===== config.mk =====
export PLATFORM = sky130hd
export DESIGN_NAME = one_wire_bus_master_unit
export DESIGN_NICKNAME = d
export VERILOG_FILES = /design/src/rtl/owbm_pkg.sv /design/src/rtl/one_wire_bus_master_unit.sv /design/src/rtl/owbm_cfg.sv /design/src/rtl/owbm_seq.sv
export SDC_FILE = /design/constraint.sdc
export NUM_CORES = 1
export LEC_CHECK = 0
export ABC_AREA = 1
export BUFFER_PORTS_ARGS = -buffer_cell sky130_fd_sc_hd__clkbuf_2
export CORE_ASPECT_RATIO = 0.9
export CORE_MARGIN = 4
export CORE_UTILIZATION = 55
export DETAILED_ROUTE_END_ITERATION = 8
export GPL_ROUTABILITY_DRIVEN = 0
export PLACE_DENSITY = 0.73
export SLEW_MARGIN = 20
export SYNTH_ARGS = -nofsm -noshare
export SYNTH_HDL_FRONTEND = slang
export SYNTH_HIERARCHICAL = 1
export SYNTH_SLANG_ARGS = --single-unit

===== constraint.sdc =====
create_clock -name clk -period 6.7 [get_ports clk]
set_clock_uncertainty 0.1 [all_clocks]
set_input_delay 1.005 -clock clk [delete_from_list [all_inputs] [get_ports clk]]
set_output_delay 1.005 -clock clk [all_outputs]
set_load 0.005 [all_outputs]

===== src/rtl/owbm_pkg.sv =====
// owbm_pkg: shared types and constants for the 1-wire bus master unit
// beat payload structs, command codes, register map and register reset values
// no dependencies
`timescale 1ns / 1ps

package owbm_pkg;

	localparam int CFG_W           = 12;
	localparam int NUM_CFG         = 8;
	localparam int CFG_IDX_W       = $clog2(NUM_CFG);
	localparam int BYTE_W          = 8;
	localparam int BIT_IDX_W       = $clog2(BYTE_W);
	localparam int TIMER_WIDTH_DEF = 12;

	// command codes
	typedef enum logic [1:0] {
		OP_NONE  = 2'd0,
		OP_RESET = 2'd1,
		OP_WRITE = 2'd2,
		OP_READ  = 2'd3
	} op_t;

	// register map
	typedef enum logic [CFG_IDX_W-1:0] {
		CFG_RESET_HIGH    = 3'd0,
		CFG_RESET_LOW     = 3'd1,
		CFG_PRESENCE_WAIT = 3'd2,
		CFG_WRITE_LOW     = 3'd3,
		CFG_WRITE_HOLD    = 3'd4,
		CFG_READ_LOW      = 3'd5,
		CFG_READ_SAMPLE   = 3'd6,
		CFG_READ_RECOVER  = 3'd7
	} cfg_idx_t;

	localparam logic [CFG_W-1:0] RST_RESET_HIGH    = 12'd1700;
	localparam logic [CFG_W-1:0] RST_RESET_LOW     = 12'd1700;
	localparam logic [CFG_W-1:0] RST_PRESENCE_WAIT = 12'd165;
	localparam logic [CFG_W-1:0] RST_WRITE_LOW     = 12'd10;
	localparam logic [CFG_W-1:0] RST_WRITE_HOLD    = 12'd315;
	localparam logic [CFG_W-1:0] RST_READ_LOW      = 12'd45;
	localparam logic [CFG_W-1:0] RST_READ_SAMPLE   = 12'd20;
	localparam logic [CFG_W-1:0] RST_READ_RECOVER  = 12'd198;

	typedef struct packed {
		logic [CFG_W-1:0] reset_high_ticks;
		logic [CFG_W-1:0] reset_low_ticks;
		logic [CFG_W-1:0] presence_wait_ticks;
		logic [CFG_W-1:0] write_low_ticks;
		logic [CFG_W-1:0] write_hold_ticks;
		logic [CFG_W-1:0] read_low_ticks;
		logic [CFG_W-1:0] read_sample_ticks;
		logic [CFG_W-1:0] read_recover_ticks;
	} cfg_regs_t;

	typedef struct packed {
		logic              tick;
		op_t               op;
		logic [BYTE_W-1:0] write_byte;
		logic              line_in;
	} owbm_in_t;

	typedef struct packed {
		logic              line_out;
		logic              busy_res;
		logic              done_res;
		logic              presence;
		logic [BYTE_W-1:0] read_byte;
	} owbm_out_t;

endpackage


===== src/rtl/one_wire_bus_master_unit.sv =====
// one_wire_bus_master_unit: 1-wire bus master pin sequencer, top level
// instantiates owbm_cfg and owbm_seq, registers the result beat; uses owbm_pkg
//
//  channel | direction | handshake            | payload
//  cfg     | in        | cfg_wen              | cfg_index, cfg_data
//  in      | in        | in_valid / in_ready  | in_data  (owbm_in_t)
//  out     | out       | out_valid / out_ready| out_data (owbm_out_t)
//
// one beat in gives one beat out in the following cycle, from the result register
// the sequencer steps on every accepted input beat; a new beat is taken each
// cycle while the result register is empty or being drained
// in_ready drops only while a result waits and out_ready is low
// arst_n puts all registers but the result data register back to their reset values at once
`timescale 1ns / 1ps

module one_wire_bus_master_unit #(
	parameter int TIMER_WIDTH = owbm_pkg::TIMER_WIDTH_DEF
) (
	input  logic                           clk,
	input  logic                           arst_n,
	input  logic                           cfg_wen,
	input  logic [owbm_pkg::CFG_IDX_W-1:0] cfg_index,
	input  logic [owbm_pkg::CFG_W-1:0]     cfg_data,
	input  logic                           in_valid,
	output logic                           in_ready,
	input  owbm_pkg::owbm_in_t             in_data,
	output logic                           out_valid,
	input  logic                           out_ready,
	output owbm_pkg::owbm_out_t            out_data
);
	import owbm_pkg::*;

	cfg_regs_t regs;
	owbm_out_t result;
	owbm_out_t out_q;
	logic      out_valid_q;
	logic      step;

	assign in_ready = !out_valid_q || out_ready;
	assign step     = in_valid && in_ready;

	owbm_cfg u_cfg (
		.clk       (clk),
		.arst_n    (arst_n),
		.cfg_wen   (cfg_wen),
		.cfg_index (cfg_index),
		.cfg_data  (cfg_data),
		.regs      (regs)
	);

	owbm_seq #(
		.TIMER_WIDTH (TIMER_WIDTH)
	) u_seq (
		.clk     (clk),
		.arst_n  (arst_n),
		.step    (step),
		.in_beat (in_data),
		.regs    (regs),
		.result  (result)
	);

	always_ff @(posedge clk or negedge arst_n) begin
		if (!arst_n) begin
			out_valid_q <= 1'b0;
		end else if (step) begin
			out_valid_q <= 1'b1;
		end else if (out_ready) begin
			out_valid_q <= 1'b0;
		end
	end

	always_ff @(posedge clk) begin
		if (step) begin
			out_q <= result;
		end
	end

	assign out_valid = out_valid_q;
	assign out_data  = out_q;

endmodule


===== src/rtl/owbm_cfg.sv =====
// owbm_cfg: slot timing register bank, written through a plain write port
// depends on owbm_pkg
`timescale 1ns / 1ps

module owbm_cfg (
	input  logic                           clk,
	input  logic                           arst_n,
	input  logic                           cfg_wen,
	input  logic [owbm_pkg::CFG_IDX_W-1:0] cfg_index,
	input  logic [owbm_pkg::CFG_W-1:0]     cfg_data,
	output owbm_pkg::cfg_regs_t            regs
);
	import owbm_pkg::*;

	cfg_regs_t regs_q;

	always_ff @(posedge clk or negedge arst_n) begin
		if (!arst_n) begin
			regs_q.reset_high_ticks    <= RST_RESET_HIGH;
			regs_q.reset_low_ticks     <= RST_RESET_LOW;
			regs_q.presence_wait_ticks <= RST_PRESENCE_WAIT;
			regs_q.write_low_ticks     <= RST_WRITE_LOW;
			regs_q.write_hold_ticks    <= RST_WRITE_HOLD;
			regs_q.read_low_ticks      <= RST_READ_LOW;
			regs_q.read_sample_ticks   <= RST_READ_SAMPLE;
			regs_q.read_recover_ticks  <= RST_READ_RECOVER;
		end else if (cfg_wen) begin
			unique case (cfg_idx_t'(cfg_index))
				CFG_RESET_HIGH:    regs_q.reset_high_ticks    <= cfg_data;
				CFG_RESET_LOW:     regs_q.reset_low_ticks     <= cfg_data;
				CFG_PRESENCE_WAIT: regs_q.presence_wait_ticks <= cfg_data;
				CFG_WRITE_LOW:     regs_q.write_low_ticks     <= cfg_data;
				CFG_WRITE_HOLD:    regs_q.write_hold_ticks    <= cfg_data;
				CFG_READ_LOW:      regs_q.read_low_ticks      <= cfg_data;
				CFG_READ_SAMPLE:   regs_q.read_sample_ticks   <= cfg_data;
				CFG_READ_RECOVER:  regs_q.read_recover_ticks  <= cfg_data;
				default: ;
			endcase
		end
	end

	assign regs = regs_q;

endmodule


===== src/rtl/owbm_seq.sv =====
// owbm_seq: pin sequencer state, slot timer and next-state logic
// advances once per accepted beat and presents the result of that beat
// depends on owbm_pkg
`timescale 1ns / 1ps

module owbm_seq #(
	parameter int TIMER_WIDTH = owbm_pkg::TIMER_WIDTH_DEF
) (
	input  logic                clk,
	input  logic                arst_n,
	input  logic                step,
	input  owbm_pkg::owbm_in_t  in_beat,
	input  owbm_pkg::cfg_regs_t regs,
	output owbm_pkg::owbm_out_t result
);
	import owbm_pkg::*;

	typedef enum logic [3:0] {
		PH_IDLE       = 4'd0,
		PH_RST_HIGH   = 4'd1,
		PH_RST_LOW    = 4'd2,
		PH_RST_WAIT   = 4'd3,
		PH_WR_LOW     = 4'd4,
		PH_WR_HOLD    = 4'd5,
		PH_RD_LOW     = 4'd6,
		PH_RD_WAIT    = 4'd7,
		PH_RD_RECOVER = 4'd8
	} phase_t;

	localparam logic [BIT_IDX_W-1:0] BIT_LAST = BIT_IDX_W'(BYTE_W - 1);

	phase_t                 phase_q, phase_d;
	logic [TIMER_WIDTH-1:0] timer_q, timer_d;
	logic [BIT_IDX_W-1:0]   bit_q, bit_d;
	logic [BYTE_W-1:0]      shift_q, shift_d;
	logic                   pres_q, pres_d;
	logic                   line_q, line_d;
	logic [BYTE_W-1:0]      rdata_q, rdata_d;
	logic                   done_d;

	logic [CFG_W-1:0]       lim_raw;
	logic [TIMER_WIDTH-1:0] lim;
	logic [TIMER_WIDTH-1:0] timer_run;
	logic                   over;

	// tick count of the current phase
	always_comb begin
		unique case (phase_q)
			PH_RST_HIGH:   lim_raw = regs.reset_high_ticks;
			PH_RST_LOW:    lim_raw = regs.reset_low_ticks;
			PH_RST_WAIT:   lim_raw = regs.presence_wait_ticks;
			PH_WR_LOW:     lim_raw = regs.write_low_ticks;
			PH_WR_HOLD:    lim_raw = regs.write_hold_ticks;
			PH_RD_LOW:     lim_raw = regs.read_low_ticks;
			PH_RD_WAIT:    lim_raw = regs.read_sample_ticks;
			PH_RD_RECOVER: lim_raw = regs.read_recover_ticks;
			default:       lim_raw = '0;
		endcase
	end

	// saturate the count when the timer is narrower than a register
	generate
		if (TIMER_WIDTH >= CFG_W) begin : g_wide
			assign lim = TIMER_WIDTH'(lim_raw);
		end else begin : g_narrow
			assign lim = (lim_raw[CFG_W-1:TIMER_WIDTH] != '0) ? '1 : lim_raw[TIMER_WIDTH-1:0];
		end
	endgenerate

	assign over      = (timer_q >= lim);
	assign timer_run = over ? '0 :
		((in_beat.tick && timer_q != '1) ? timer_q + 1'b1 : timer_q);

	always_comb begin
		phase_d = phase_q;
		timer_d = timer_run;
		bit_d   = bit_q;
		shift_d = shift_q;
		pres_d  = pres_q;
		line_d  = line_q;
		rdata_d = rdata_q;
		done_d  = 1'b0;
		unique case (phase_q)
			PH_IDLE: begin
				timer_d = '0;
				unique case (in_beat.op)
					OP_RESET: begin
						line_d  = 1'b1;
						phase_d = PH_RST_HIGH;
					end
					OP_WRITE: begin
						shift_d = in_beat.write_byte;
						bit_d   = '0;
						line_d  = 1'b0;
						phase_d = PH_WR_LOW;
					end
					OP_READ: begin
						shift_d = '0;
						bit_d   = '0;
						line_d  = 1'b0;
						phase_d = PH_RD_LOW;
					end
					default: ;
				endcase
			end
			PH_RST_HIGH: if (over) begin
				line_d  = 1'b0;
				phase_d = PH_RST_LOW;
			end
			PH_RST_LOW: if (over) begin
				line_d  = 1'b1;
				phase_d = PH_RST_WAIT;
			end
			PH_RST_WAIT: if (over) begin
				// a slave pulling the line low answers the reset
				pres_d  = ~in_beat.line_in;
				phase_d = PH_IDLE;
				done_d  = 1'b1;
			end
			PH_WR_LOW: if (over) begin
				line_d  = shift_q[0];
				phase_d = PH_WR_HOLD;
			end
			PH_WR_HOLD: if (over) begin
				shift_d = shift_q >> 1;
				if (bit_q == BIT_LAST) begin
					line_d  = 1'b1;
					bit_d   = '0;
					phase_d = PH_IDLE;
					done_d  = 1'b1;
				end else begin
					line_d  = 1'b0;
					bit_d   = bit_q + 1'b1;
					phase_d = PH_WR_LOW;
				end
			end
			PH_RD_LOW: if (over) begin
				line_d  = 1'b1;
				phase_d = PH_RD_WAIT;
			end
			PH_RD_WAIT: if (over) begin
				shift_d = {in_beat.line_in, shift_q[BYTE_W-1:1]};
				phase_d = PH_RD_RECOVER;
			end
			PH_RD_RECOVER: if (over) begin
				if (bit_q == BIT_LAST) begin
					bit_d   = '0;
					rdata_d = shift_q;
					phase_d = PH_IDLE;
					done_d  = 1'b1;
				end else begin
					bit_d   = bit_q + 1'b1;
					line_d  = 1'b0;
					phase_d = PH_RD_LOW;
				end
			end
			default: begin
				phase_d = PH_IDLE;
				timer_d = '0;
				line_d  = 1'b1;
			end
		endcase
	end

	always_ff @(posedge clk or negedge arst_n) begin
		if (!arst_n) begin
			phase_q <= PH_IDLE;
			timer_q <= '0;
			bit_q   <= '0;
			shift_q <= '0;
			pres_q  <= 1'b0;
			line_q  <= 1'b1;
			rdata_q <= '0;
		end else if (step) begin
			phase_q <= phase_d;
			timer_q <= timer_d;
			bit_q   <= bit_d;
			shift_q <= shift_d;
			pres_q  <= pres_d;
			line_q  <= line_d;
			rdata_q <= rdata_d;
		end
	end

	assign result.line_out  = line_d;
	assign result.busy_res  = (phase_d != PH_IDLE);
	assign result.done_res  = done_d;
	assign result.presence  = pres_d;
	assign result.read_byte = rdata_d;

endmodule


* Word level (Yosys, flattened, before mapping)
Cells that the tools add are included.
** Storage, ports and cells
- Bits in registers :: 146
- Bits in latches :: 0
- RAM bits :: 0
- ROM bits :: 0
- Input port bits :: 32
- Output and inout port bits :: 14
- Logic and storage cells :: 120
- Memories :: 0
** Cells by class
- $add $sub $neg :: 2
- Multiply operators :: 0
- Div/mod/pow operators :: 0
- $lt $le $gt $ge :: 1
- Equal/unequal tests :: 26
- Shift-type cells :: 0
- Muxes and demuxes :: 43
- Bitwise gates (word level) :: 1
- Reduce and logical (&&, ||, !) cells :: 26
** Operators by type and width (number)
- 12-bit one-hot mux with 8 select lines :: 1
- 8-bit two-way mux :: 5
- 12-bit two-way mux :: 3
- 4-bit one-hot mux with 9 select lines :: 1
- 4-bit two-way mux :: 8
- 8-bit one-hot mux with 3 select lines :: 1
- 2-bit AND reduction :: 9
- 4-bit by 3-bit == test with 1-bit output (second input constant) :: 4
- 8-bit one-hot mux with 2 select lines :: 1
- 3-bit == test (second input constant) :: 5
- 3-bit two-way mux :: 5
- 1-bit two-way mux :: 13
- 12-bit by 1-bit adder with 12-bit output (second input constant) :: 1
- 12-bit >= comparator :: 1
- 12-bit inequality test (second input constant) :: 1
- 4-bit one-hot mux with 3 select lines :: 1
- 4-bit by 2-bit == test with 1-bit output (second input constant) :: 2
- 2-bit OR reduction :: 4
- 8-bit OR reduction :: 1
- 1-bit one-hot mux with 7 select lines :: 1
- 3-bit by 2-bit == test with 1-bit output (second input constant) :: 2
- 2-bit by 1-bit inequality test with 1-bit output (second input constant) :: 3
- 3-bit one-hot mux with 2 select lines :: 1
- 5-bit AND reduction :: 1
- other kinds (20) :: 24

* Depth between registers and ports, before layout
Gate-level depths: netlist of run 1.
- Depth in word-level cells :: 6
- Mapped depth :: 24
- Mapped depth without buffers :: 24

* By module
Netlist of run 1, hierarchy kept.
** Modules (own cells, without submodules)
- owbm_cfg :: times used 1, cells each 444, area an instance 3888.7 um^2, seq. area each 2442.3 um^2
- owbm_seq :: times used 1, cells each 495, area an instance 3301.9 um^2, seq. area each 927.1 um^2
- one_wire_bus_master_unit :: times used 1, cells each 18, area an instance 405.4 um^2, seq. area each 385.4 um^2

* Least setup slack after synthesis of run 1
No wires, ideal clock.
- Path type :: reg2reg
- Start :: register u_seq.phase_q[3]
- End :: register out_q (netlist bit out_data[10]) (data pin)
- Arrival :: 2.742 ns
- Slack :: 3.603 ns
- Stages on the path, launching flop included :: 22
- Clock period less this slack :: 3.097 ns
- Cells stage by stage :: dfrtp_1 > nor2_4 > inv_2 > nor2_2 > nand2_2 > inv_1 > buf_2 > nand2_1 > nand4_1 > nor3_1 > ha_1 > nand2_1 > nor2_1 > nand2_1 > nor2_1 > nor2_2 > nand2_4 > buf_4 > o21ai_0 > o211ai_1 > nor2_1 > nand2_1
** RTL lines
- from (decl) :: line owbm_seq.sv:32 : phase_t phase_q, phase_d;
- from (signal assigned) :: line owbm_seq.sv:175 : phase_q <= phase_d;
- to (signal assigned) :: line one_wire_bus_master_unit.sv:74 : out_q <= result;
- to (decl) :: line one_wire_bus_master_unit.sv:35 : owbm_out_t out_q;

* Final worst setup path of run 1
- Start :: register u_seq.phase_q[1]
- End :: register u_seq.shift_q[4]
** Between the ends
- Longest elaborated chain between the ends :: 5
- Elaborated cells between the ends (all ways) :: 17
- Classes of those cells :: 1 x order compare; 11 x eq/ne; 2 x mux; 3 x reduce/logical
** Ends and longest elaborated chain
- 4-bit == test, or another cell as far along :: line owbm_seq.sv:48 : unique case (phase_q)
- 12-bit one-hot mux with 8 select lines :: line owbm_seq.sv:48
- 12-bit >= comparator :: line owbm_seq.sv:70 : assign over = (timer_q >= lim);
- 2-bit by 1-bit inequality test with 1-bit output (no line)
- 5-bit AND reduction (no line)
- to (signal assigned) :: line owbm_seq.sv:178 : shift_q <= shift_d;
- to (decl) :: line owbm_seq.sv:35 : logic [BYTE_W-1:0] shift_q, shift_d;
Parallel ways exist; a longest one is shown, timed or not.
A chain may end at the register's enable or synchronous reset.

==> flow_metrics.env, run 1 <==
export IMPL_status="completed"
export IMPL_cap_violations=0
export IMPL_synth_edff_count=12
export IMPL_vdd_drop_max_mv=0.267
export IMPL_clock_sinks=146
export IMPL_start_util=0.566
export IMPL_p_sw_w=0.00115
export IMPL_intPower_w=0.00196
export IMPL_hold_viol=0
export IMPL_grt_usage=0.253
export IMPL_layout_commonest_cell="nand2_1"
export IMPL_cp_max_fo=18
export IMPL_yosysWarnings=6
export IMPL_place_hpwl_um=12900
export IMPL_pin_count=46
export IMPL_antenna_left=0
export IMPL_pwr_share_clk=0.308
export IMPL_grt_pass1_vias=5912
export IMPL_fin_crit_ns=4.17
export IMPL_async_flop_share=0.918
export IMPL_cts_buffer_depth=2
export IMPL_slew_violations=0
export IMPL_worstPathArrival_ns=4.34
export IMPL_diodes=0
export IMPL_final_fill_count=1185
export IMPL_combPwrFrac=0.307
export IMPL_path_cells="inv_1, nor2_1, nand2_1, inv_1, nand2_1, nand4_1, nor3_1, ha_1, nand2_1, nor2_1, nand2_1, nor2_1, nor2_2, nand2_4, o21ai_2, o21ai_0"
export IMPL_slowest_delay_ns=0.79
export IMPL_wire_per_inst_um=16.8
export IMPL_vias=6443
export IMPL_crit_buf_inv=2
export IMPL_tightest_slew_ns=1.02
export IMPL_ys_flop_type="dfrtp_1"
export IMPL_fmax_ghz=0.240
export IMPL_die_area_um2=15800
export IMPL_cp_top_family="simple AND/OR/NAND/NOR gates"
export IMPL_ys_types=37
export IMPL_fp_coreArea_um2=13400
export IMPL_grt_max_degree=83
export IMPL_dpl_cell_count=1123
export IMPL_startpoint_type="flop"
export IMPL_critPathKind="flop to flop"
export IMPL_rsz0062_at_grt="no"
export IMPL_maxSlewHeadroom=0.317
export IMPL_cp_required_ns=6.87
export IMPL_ctsHoldBuffers=0
export IMPL_worstHoldPathType="flop to flop"
export IMPL_p_leak_nw=4.17
export IMPL_fp_row_count=40
export IMPL_antenna_found_initial=0
export IMPL_crit_slowest_cell="nor2_1"
export IMPL_design_area_um2=8420
export IMPL_post_route_drc_count=0
export IMPL_mostFrequentLayoutCells="nand2_1, dfrtp_1, nand3_1"
export IMPL_firstDrtPassIters=6
export IMPL_port_buffers=45
export IMPL_grt_pass1_wl_um=31400
export IMPL_htreeDepth=4
export IMPL_p_per_area_nw_per_um2=369
export IMPL_ys_seq_area_frac=0.494
export IMPL_post_cts_resized=0
export IMPL_cts_root_buf="clkbuf_16"
export IMPL_p_seq_frac=0.385
export IMPL_ys_seq_elements=146
export IMPL_setup_violations_final=0
export IMPL_layout_drive_gt1_share=0.157
export IMPL_clock_latency_ns=0.44
export IMPL_syn_area_um2=7600
export IMPL_crit_top_cell="nand2_1"
export IMPL_cts_clk_slew_worst_paths_ns=0.06
export IMPL_cts_tree="done"
export IMPL_cts_buffers_inserted=17
export IMPL_power_w=0.00311
export IMPL_syn_to_final_growth_pct=10.8
export IMPL_viasPerCell=5.57
export IMPL_drtIter0Drc=767
export IMPL_reg2reg_slack_ns=2.53
export IMPL_grt_overflow_total=0
export IMPL_fin_cells=1156
export IMPL_syn_avg_cell_area_um2=7.94
export IMPL_finalCritPeriodShare=0.622
export IMPL_post_cts_buffers=0
export IMPL_placedInstanceArea_um2=7780
export IMPL_fin_tns_setup_ns=0
export IMPL_syn_nets=1004
export IMPL_die_h_um=119
export IMPL_end_kind="flop"
export IMPL_synthCells=957
export IMPL_drt_wl_total_um=19500
export IMPL_chipWidth_um=132
export IMPL_switching_share=0.369
export IMPL_nNetsFinal=1022
through the flow:
stage               hold WS [ns]   util  worst slack (ns)
finish                     0.362  0.627              2.53
CTS                        0.365  0.625              2.61
floorplan                  0.342      -              3.60
global route               0.378  0.627              2.13
global placement           0.352  0.580              2.72
detailed placement         0.355  0.580              2.62
worst reg2reg max path, stage by stage (launching register included):
cell and delay, ns:
dfrtp_1 0.41, inv_1 0.12, nor2_1 0.79, nand2_1 0.16
inv_1 0.41, nand2_1 0.10, nand4_1 0.13, nor3_1 0.09
ha_1 0.30, nand2_1 0.07, nor2_1 0.05, nand2_1 0.07
nor2_1 0.05, nor2_2 0.19, nand2_4 0.20, o21ai_2 0.54
o21ai_0 0.22
Yosys cell counts (all sizes together) (10+ instances only):
cell type  instances  area share
o21ai             39       0.029
dfrtp            101        0.33
ha                15       0.025
nor3              18       0.012
buf               42       0.034
a22o              14       0.016
nand3             71       0.050
clkbuf            10      0.0049
inv               61       0.030
a21oi             18       0.012
edfxtp            12       0.047
dfstp             33        0.11
nand4             13       0.011
a32o              11       0.014
nand2            436        0.22
nor2              43       0.028
power by group through the flow:
stage / combinational (W) / sequential [W] / clock [W]
floorplan: 0.000744 / 0.00118 / 0
global placement: 0.000924 / 0.00120 / 0
detailed placement: 0.000936 / 0.00121 / 0
CTS: 0.000940 / 0.00119 / 0.000969
global route: 0.00108 / 0.00122 / 0.00101
finish: 0.000954 / 0.00120 / 0.000956
layout make-up:
cell class	instances	area [µm²]	area share
Timing Repair Buffer	51	297	0.0352
Clock buffer	23	510	0.0607
Inverter	62	234	0.0278
Tap cell	168	210	0.0250
Multi-Input combinational cell	697	3320	0.395
Clock inverter	9	88.8	0.0106
Sequential cell	146	3750	0.446
worst paths after layout:
check,startpoint,to,depth (start not counted)
max in group asynchronous,arst_n,u_cfg/regs[51],3
hold reg to reg,u_cfg/regs[77],u_cfg/regs[77],2
setup reg to reg,u_seq/phase_q[1],u_seq/shift_q[4],16
setup / recovery,u_seq/phase_q[1],u_seq/shift_q[4],16
min in group asynchronous,arst_n,u_cfg/regs[23],1
hold / removal,u_cfg/regs[77],u_cfg/regs[77],2
layer usage:
metal | vias to the layer above | global-route usage | part of all wire
met2 | 248 | 0.388 | 0.46
met1 | 3043 | 0.361 | 0.45
met3 | 29 | 0.0566 | 0.071
li1 | 3123 | - | -
met4 | 0 | 0.0827 | 0.013
met5 | - | 0 | 0
cell families (layout without fill, tap and decap cells):
kind of cell / Yosys count / in the layout / share of synthesized area
flops: 146 / 146 / 0.494
fa+ha+maj: 15 / 15 / 0.0247
buf+inv: 114 / 145 / 0.0700
simple gates: 584 / 584 / 0.323
xor+xnor: 6 / 6 / 0.00692
compound gates: 92 / 92 / 0.0810
flip-flops by register name, indices dropped and copies added (netlist names):
name	count
out_data	12
out_valid	1
u_cfg/regs	96
u_seq/bit_q	3
u_seq/pres_q	1
u_seq/shift_q	8
u_seq/line_q	1
u_seq/phase_q	4
u_seq/rdata_q	8
u_seq/timer_q	12
Note: power is estimated with default switching activity, not from simulation.
==> run 2, diff against run 1 <==
clock period = 4 ns   (was 6.7 ns; I/O delays follow)
==> flow_metrics.env, run 2 (same netlist as run 1, synthesis figures left out) <==
export IMPL_status="completed"
export IMPL_crit_top_cell="nand2_1"
export IMPL_drtIter0Drc=797
export IMPL_clock_sinks=146
export IMPL_p_leak_nw=4.22
export IMPL_slew_violations=0
export IMPL_rr_startpoint="u_seq/phase_q[1]"
export IMPL_path_cells="inv_1, nor2_1, nand2_1, inv_1, a221oi_1, nand3_1, ha_1, nand2_1, nand3_1, nand2_1, nand2_1, nand2_1, nand2_4, inv_2, nand2_1, nand3_1, nand3_1, nor2_1, nand2_1"
export IMPL_timing_rr_end="out_data[10]"
export IMPL_pin_count=46
export IMPL_fmax_ghz=0.275
export IMPL_syn_to_final_growth_pct=12.0
export IMPL_startpoint_type="flop"
export IMPL_p_per_area_nw_per_um2=628
export IMPL_layout_commonest_cell="nand2_1"
export IMPL_nNetsFinal=1031
export IMPL_clock_latency_ns=0.43
export IMPL_reg2reg_depth=19
export IMPL_post_route_drc_count=0
export IMPL_cts_root_buf="clkbuf_16"
export IMPL_power_w=0.00534
export IMPL_fp_coreArea_um2=13400
export IMPL_crit_slowest_cell="a221oi_1"
export IMPL_dpl_cell_count=1128
export IMPL_fp_row_count=40
export IMPL_ctsHoldBuffers=0
export IMPL_diodes=0
export IMPL_worstHoldPathType="primary input to async pin"
export IMPL_fin_tns_setup_ns=0
export IMPL_grt_pass1_vias=6167
export IMPL_firstDrtPassIters=7
export IMPL_cts_clk_slew_worst_paths_ns=0.06
export IMPL_die_area_um2=15800
export IMPL_reg2reg_slack_ns=0.37
export IMPL_cts_buffer_depth=2
export IMPL_viasPerCell=5.65
export IMPL_largest_register_ffs=96
export IMPL_tightest_slew_ns=1.08
export IMPL_grt_pass1_wl_um=32100
export IMPL_finalCritPeriodShare=0.908
export IMPL_mostFrequentLayoutCells="nand2_1, dfrtp_1, nand3_1"
export IMPL_critPathKind="flop to flop"
export IMPL_maxSlewHeadroom=0.275
export IMPL_vdd_drop_max_mv=0.470
export IMPL_antenna_left=0
export IMPL_slowest_delay_ns=0.60
export IMPL_grt_overflow_total=0
export IMPL_cp_max_fo=18
export IMPL_chipWidth_um=132
export IMPL_placedInstanceArea_um2=7830
export IMPL_htreeDepth=4
export IMPL_antenna_found_initial=0
export IMPL_grt_usage=0.259
export IMPL_timing_hold_ws_ns=0.101
export IMPL_cap_violations=0
export IMPL_design_area_um2=8510
export IMPL_fin_crit_ns=3.63
export IMPL_hold_viol=0
export IMPL_worstPathArrival_ns=3.71
export IMPL_grt_max_degree=81
export IMPL_start_util=0.566
export IMPL_cp_required_ns=4.08
export IMPL_end_kind="flop"
export IMPL_cts_buffers_inserted=17
export IMPL_cts_tree="done"
export IMPL_fin_cells=1165
export IMPL_drt_wl_total_um=19800
export IMPL_setup_violations_final=0
export IMPL_wire_per_inst_um=17.0
export IMPL_port_buffers=45
export IMPL_layout_drive_gt1_share=0.164
export IMPL_rsz0062_at_grt="no"
export IMPL_die_h_um=119
export IMPL_vias=6578
export IMPL_place_hpwl_um=13300
run 2: per-stage QoR:
stage	utilization	worst slack [ns]
floorplan	-	0.903
global placement	0.584	0.378
detailed placement	0.584	0.273
CTS	0.631	0.219
global route	0.634	0.0719
finish	0.634	0.366
run 2: layer usage:
layer / global-route usage / vias up / share of wire
li1: - / 3143 / -
met3: 0.0482 / 31 / 0.072
met5: 0 / - / 0
met4: 0.0820 / 0 / 0.018
met1: 0.366 / 3110 / 0.46
met2: 0.407 / 294 / 0.45
run 2: layout make-up:
cell class	count	area, µm²
Fill cell	1187	4900
Sequential cell	146	3750
Multi-Input combinational cell	697	3320
Clock buffer	21	483
Timing Repair Buffer	60	357
Inverter	62	241
Tap cell	168	210
Clock inverter	11	146
run 2: worst max-delay path by stage:
stage	from	to	slack, ns	cells after the start
final	u_seq/phase_q[1]	out_data[10]	0.37	19
after global routing	u_seq/phase_q[3]	out_data[10]	0.07	20
after CTS	u_seq/phase_q[3]	u_seq/rdata_q[2]	0.22	19
after detailed placement	u_seq/phase_q[3]	out_data[10]	0.27	22
after global placement	u_seq/phase_q[3]	out_data[10]	0.38	22
after floorplan	u_seq/phase_q[3]	out_data[10]	0.90	21
run 2: critical path, delay by kind of cell (launching register included):
kind                       cells  cell delay, ns
DFF                            1            0.45
AOI/OAI and AO/OA              1            0.60
adders and majority gates      1            0.31
buffers and inverters          3            0.63
and+or+nand+nor               14            1.29
run 2: what timing repair did:
| item | in CTS | in global routing |
|---|---|---|
| gates resized for setup | 0 | 3 |
| buffers inserted | 0 | 5 |
| setup endpoints to repair | 0 | 27 |
run 2: where the power goes:
part / total (W) / switching [W] / leakage (nW) / internal [W]
Combinational: 0.00163 / 0.00110 / 2.15 / 0.000530
Clock: 0.00169 / 0.000632 / 0.310 / 0.00106
Sequential: 0.00202 / 0.000194 / 1.76 / 0.00183
Total: 0.00534 / 0.00193 / 4.22 / 0.00341
